==> src/matrix3_inverse_assert.svh <==
// Assertion macros for the 3x3 matrix inverse block.
// Included by the modules that carry concurrent assertions; no dependencies.
`ifndef MATRIX3_INVERSE_ASSERT_SVH
`define MATRIX3_INVERSE_ASSERT_SVH

// Check a property on every clock edge outside reset.
`define M3I_ASSERT(lbl, clk, rst_n, prop, msg) \
    lbl: assert property (@(posedge clk) disable iff (!rst_n) (prop)) else $error(msg);

// Check that a condition implies a consequence on the following clock edge.
`define M3I_ASSERT_NEXT(lbl, clk, rst_n, ante, cons, msg) \
    lbl: assert property (@(posedge clk) disable iff (!rst_n) (ante) |=> (cons)) else $error(msg);

`endif

==> src/m3i_pkg.sv <==
// Shared types and constants for the 3x3 matrix inverse block.
// No dependencies; imported by every module of the block.
package m3i_pkg;

    // Entry and result formats
    localparam int EW   = 16;          // entry width, Q4.12
    localparam int EF   = 12;          // entry fraction bits
    localparam int OW   = 32;          // result width, Q16.16
    localparam int OF   = OW / 2;      // result fraction bits
    localparam int NE   = 9;           // entries per matrix
    localparam int PW   = 2 * EW;      // entry product width
    localparam int CW   = PW + 1;      // cofactor width
    localparam int DPW  = EW + CW;     // determinant term width
    localparam int DW   = 50;          // determinant width

    // Divider geometry: quotient = |cof| * 2^SH / |det|
    localparam int SH   = OF + EF;
    localparam int QW   = OW + 1;      // quotient bits produced
    localparam int NLO  = QW - SH;     // numerator bits fed during division

    // Queue and pipeline depths
    localparam int QDEPTH    = 8;
    localparam int QAW       = $clog2(QDEPTH);
    localparam int FRONT_LAT = 4;
    localparam int BLAT      = QW + 2;

    typedef logic [3:0] t_idx;
    typedef logic [NE-1:0][EW-1:0] t_mat;
    typedef logic [NE-1:0][CW-1:0] t_cofs;
    typedef logic [NE-1:0][OW-1:0] t_inv;

    // One classified item between front and back
    typedef struct packed {
        t_cofs            cof;
        logic [DW-1:0]    det;
        logic             singular;
    } t_item;

    // Queue status toward the top level
    typedef struct packed {
        logic empty;
        logic busy;
    } t_qstat;

    // Cofactor k = a[L1]*a[L2] - a[R1]*a[R2], entries numbered row-major
    localparam t_idx COF_IDX [NE][4] = '{
        '{4'd4, 4'd8, 4'd5, 4'd7},
        '{4'd2, 4'd7, 4'd1, 4'd8},
        '{4'd1, 4'd5, 4'd2, 4'd4},
        '{4'd5, 4'd6, 4'd3, 4'd8},
        '{4'd0, 4'd8, 4'd2, 4'd6},
        '{4'd2, 4'd3, 4'd0, 4'd5},
        '{4'd3, 4'd7, 4'd4, 4'd6},
        '{4'd1, 4'd6, 4'd0, 4'd7},
        '{4'd0, 4'd4, 4'd1, 4'd3}
    };

endpackage

==> src/m3i_queue.sv <==
// Short FIFO that decouples the front end from the divider back end.
// Depends on m3i_pkg and the assertion macro header.
module m3i_queue (
    input  logic             i_clk,
    input  logic             i_rst_n,
    input  logic             i_push,
    input  m3i_pkg::t_item   i_item,
    input  logic             i_pop,
    output m3i_pkg::t_item   o_item,
    output m3i_pkg::t_qstat  o_stat
);
    import m3i_pkg::*;
    `include "matrix3_inverse_assert.svh"

    t_item          r_mem [QDEPTH];
    logic [QAW-1:0] r_wr;
    logic [QAW-1:0] r_rd;
    logic [QAW:0]   r_count;
    logic           pop_ok;

    assign pop_ok = i_pop && (r_count != '0);

    // Store pushed items
    always_ff @(posedge i_clk) begin
        if (i_push) begin
            r_mem[r_wr] <= i_item;
        end
    end

    // Advance pointers and occupancy
    always_ff @(posedge i_clk) begin
        if (!i_rst_n) begin
            r_wr    <= '0;
            r_rd    <= '0;
            r_count <= '0;
        end else begin
            if (i_push) begin
                r_wr <= r_wr + 1'b1;
            end
            if (pop_ok) begin
                r_rd <= r_rd + 1'b1;
            end
            r_count <= r_count + (QAW+1)'(i_push) - (QAW+1)'(pop_ok);
        end
    end

    assign o_item       = r_mem[r_rd];
    assign o_stat.empty = (r_count == '0);
    // Hold off new transactions while the items in flight could overrun the queue
    assign o_stat.busy  = (r_count >= (QAW+1)'(QDEPTH - FRONT_LAT - 1));

    `M3I_ASSERT(a_no_overflow, i_clk, i_rst_n, !(i_push && !pop_ok && r_count == (QAW+1)'(QDEPTH)), "queue overflow")
    `M3I_ASSERT_NEXT(a_count_up, i_clk, i_rst_n, i_push && !pop_ok, r_count == $past(r_count) + 1'b1, "queue count did not grow")
    `M3I_ASSERT_NEXT(a_count_down, i_clk, i_rst_n, pop_ok && !i_push, r_count == $past(r_count) - 1'b1, "queue count did not shrink")

endmodule

==> config.mk <==
export PLATFORM = sky130hd
export DESIGN_NAME = m3i_queue
export DESIGN_NICKNAME = d
export VERILOG_FILES = /design/src/m3i_pkg.sv /design/src/m3i_queue.sv
export VERILOG_INCLUDE_DIRS = /design/src /design/src/src
export SDC_FILE = /design/constraint.sdc
export NUM_CORES = 2
export LEC_CHECK = 0
export BUFFER_PORTS_ARGS = -buffer_cell sky130_fd_sc_hd__buf_2
export CORE_MARGIN = 1.5
export CORE_UTILIZATION = 54
export DETAILED_ROUTE_END_ITERATION = 16
export PLACE_DENSITY = 0.8
export SYNTH_ARGS = -nofsm -noshare
export SYNTH_HDL_FRONTEND = slang
export SYNTH_SLANG_ARGS = --single-unit
export TNS_END_PERCENT = 50
==> constraint.sdc <==
create_clock -name i_clk -period 60.9 [get_ports i_clk]
set_clock_uncertainty 0.1 [all_clocks]
set_input_delay 12.18 -clock i_clk [delete_from_list [all_inputs] [get_ports i_clk]]
set_output_delay 12.18 -clock i_clk [all_outputs]
set_load 0.01 [all_outputs]
==> metrics.md <==
| Metric | Value |
|---|---|
| Final setup vio count | 0 |
| Max-slew headroom | 0.204 |
| WP data arrival | 7.04 ns |
| Port bufs | 701 |
| Post-Syn Area | 105000 um^2 |
| Root Buffer | clkbuf_16 |
| Initial DRC Count | 4952 |
| Max-cap viol count | 0 |
| Rows | between 150 and 200 |
| Post-Synthesis Cells | 4097 |
| Clock buffer depth | 4 |
| # DRC | 0 |
| Crit-path slowest cell | buf_4 |
| Final std cells w/o fill | 7739 |
| Worst-Margin Slew | ~1.2 ns |
| Worst path cell trace | buf_4 -> buf_4 -> buf_4 -> buf_4 -> buf_4 -> mux4_2 -> mux2_2 -> buf_2 |
| Hold path depth | 2 |
| Vias | 47467 |
| # fillers | 12078 |
| Placed insts | 7204 |
| Top cell type's share of synthesized area | 0.797 |
| P_leak | 0.0379 uW |
| Reg2Reg Depth | 6 |
| Crit-path most repeated cell | buf_4 |
| Area taken by multi-input logic gates | 20000 um^2 |
| First-pass GRT wire length | 331000 um |
| Post-synthesis cell type count | 28 |
| Max layer used | met5 |
| Layout cells sized above 1 | 0.428 |
| Sequential-to-total area share from yosys stat | 0.799 |
| FF+latch count, synth | 2797 |
| Post-CTS Setup Bufs | 0 |
| CTS Buf Count | 289 |
| Fin. Hold Viols | 0 |
| CTS tree | yes |
| Cts hold-fix bufs | 0 |
| Synthesis-to-layout area growth | 14.6% |
| Grt ovf | 0 |
| First-pass detailed-route iteration total | 7 |
| Wirelength per Cell | 29.5 um |
| Commonest non-fill, non-tap cells in the layout | edfxtp_1, buf_2, mux4_2, mux2_2, clkbuf_16 |
| R2R Path Start | r_wr[0]$_SDFFE_PN0P_ |
| M1 wire length | 83000 um |
| Total track usage | 0.229 |
| Post-layout net count | between 5000 and 6000 |
| Seq. cell area | 83900 um^2 |
| Min Tclk post-route | 19.32 ns |
| PD cells | 37.4 nW/um^2 |
| Hold WS | between 0.3 and 0.4 ns |
| Fmax | a little over 0.05 GHz |
| Routability cong. | approximately 0.77 |
| Syn avg cell area | about 26 um^2 |
| Crit path capture type | output port |
| Max FO, Critical Path | 53 |
| Post-synth net total | 4456 |
| PnR Total Power | ~4500 uW |
| CP required | 48.62 ns |
| Max incr delay on CP | ~0.93 ns |
| Synthesis warning total | 0 |
| Met3 wire len | 19900 um |
| Starting density of the core | 0.544 |
| H-tree depth | 5 |
| Clock latency on the worst-skew pair | 0.88 ns |
| Total negative slack | 0 ns |
| Core Box Area | between 150000 and 200000 um^2 |
| Hpwl dp | 121000 um |
| Kind of critical path | flip-flop to output port |
| CTS resizes | 0 |
| Initial antenna violation count | 89 |
| Top post-synthesis cells by area | edfxtp_1, mux4_2, mux2_2 |
| RSZ-0062 raised after global routing | false |
| Post-synth top area cell | edfxtp_1 |
| Max-slew violations | 0 |
| Vias in the first global route | a little under 50000 |
| Die Y-Extent | 444 um |
| Drt total wl | 228000 um |
| Post-route ant nets | 0 |
| Clk sinks | 2797 |
| Hold_sp | r_rd[1]$_SDFFE_PN0P_ |
| # IOs | 702 |
| HP Class | flip-flop to flip-flop |
| Commonest non-fill, non-tap cell in the layout | edfxtp_1 |
| Pin count of the biggest net entering global routing | between 150 and 200 |
| Status | complete, no violations |
| Vias/cell | between 6 and 7 |
| Die ar. | a little under 200000 um^2 |
| Maximum VDD drop | 0.0305 mV |
| Place WS | approximately 42 ns |
| Chip width | 444 um |
| Type of origin of the critical path | flip-flop |
| WL met2 | 115000 um |
| Clock-pin transition on the worst setup and hold timing paths | 0.06 ns |
| Slack of the critical path | 41.58 ns |
| Final Cycle Share | 0.317 |
-- final timing paths --
kind | end | slack, ns
setup / recovery | o_item[106] | 41.58
hold / removal | flip-flop | 0.39
setup reg to reg | r_mem[1][130]$_DFFE_PP_ | 55.75
hold reg to reg | flip-flop | 0.39
-- area by class of cell --
cell class,instances,share of cell area
Antenna cell,45,0.000936
Clock buffer,357,0.0637
Clock inverter,133,0.0101
Inverter,4,0.000125
Multi-Input combinational cell,1100,0.167
Sequential cell,2797,0.697
Tap cell,2526,0.0263
Timing Repair Buffer,777,0.0350
-- logic make-up (layout without fill, tap and decap cells) --
family	after synthesis	count (layout)	synth area share
DFF	2797	2797	0.799
muxes	1051	1051	0.187
buffers and inverters	200	1271	0.0105
and+or+nand+nor	34	34	0.00161
adders and majority gates	7	7	0.000906
AOI/OAI and AO/OA	5	5	0.000310
xor gates and xnor gates	3	3	0.000250
other	0	45	0
-- where the power goes --
group / switching (uW) / internal [uW] / total [uW] / leakage [uW]
logic: 335 / 293 / 628 / 0.00819
registers: 19.7 / 2170 / 2190 / 0.0254
clock network: 693 / 982 / 1670 / 0.00432
-- synth_stat cells --
library cell  instances
nor3_1                2
buf_6                35
and2_1                4
xor2_1                1
buf_2                33
xnor2_1               2
a21o_1                1
fa_1                  1
mux2_2              348
mux2i_1               7
edfxtp_1           2784
mux4_2              696
nor2_1                7
nand2_1              10
or2_1                 1
clkbuf_1             81
or3_1                 1
nand2b_1              6
ha_1                  6
dfxtp_1              13
inv_1                 4
buf_4                12
a21boi_1              2
buf_1                35
nor3b_1               1
nor2b_1               2
o21ai_0               1
a21oi_1               1
-- critical path, delay by kind of cell, from the launching register on --
family	cells	cell delay, ns
buffers and inverters	6	4.08
multiplexers	2	0.95
flip-flops	1	0.80
-- flip-flops by register name, indices dropped and copies added, names as in the netlist, named ones only --
signal   count
r_rd         3
r_mem     2784
r_wr         3
r_count      4
-- layer usage --
| layer | global-route usage | vias up |
|---|---|---|
| met5 | 0 | - |
| met4 | 0.0997 | 72 |
| met3 | 0.0630 | 522 |
| met2 | 0.375 | 2254 |
| met1 | 0.289 | 25153 |
| li1 | - | 19466 |
-- per-stage QoR --
stage / cell area, um^2 / util
after floorplan: 105000 / -
after global placement: 111000 / 0.577
after detailed placement: 111000 / 0.577
after CTS: 120000 / 0.623
after global routing: 120000 / 0.624
final: 120000 / 0.624
No activity file was read; power rests on OpenSTA's default activity.
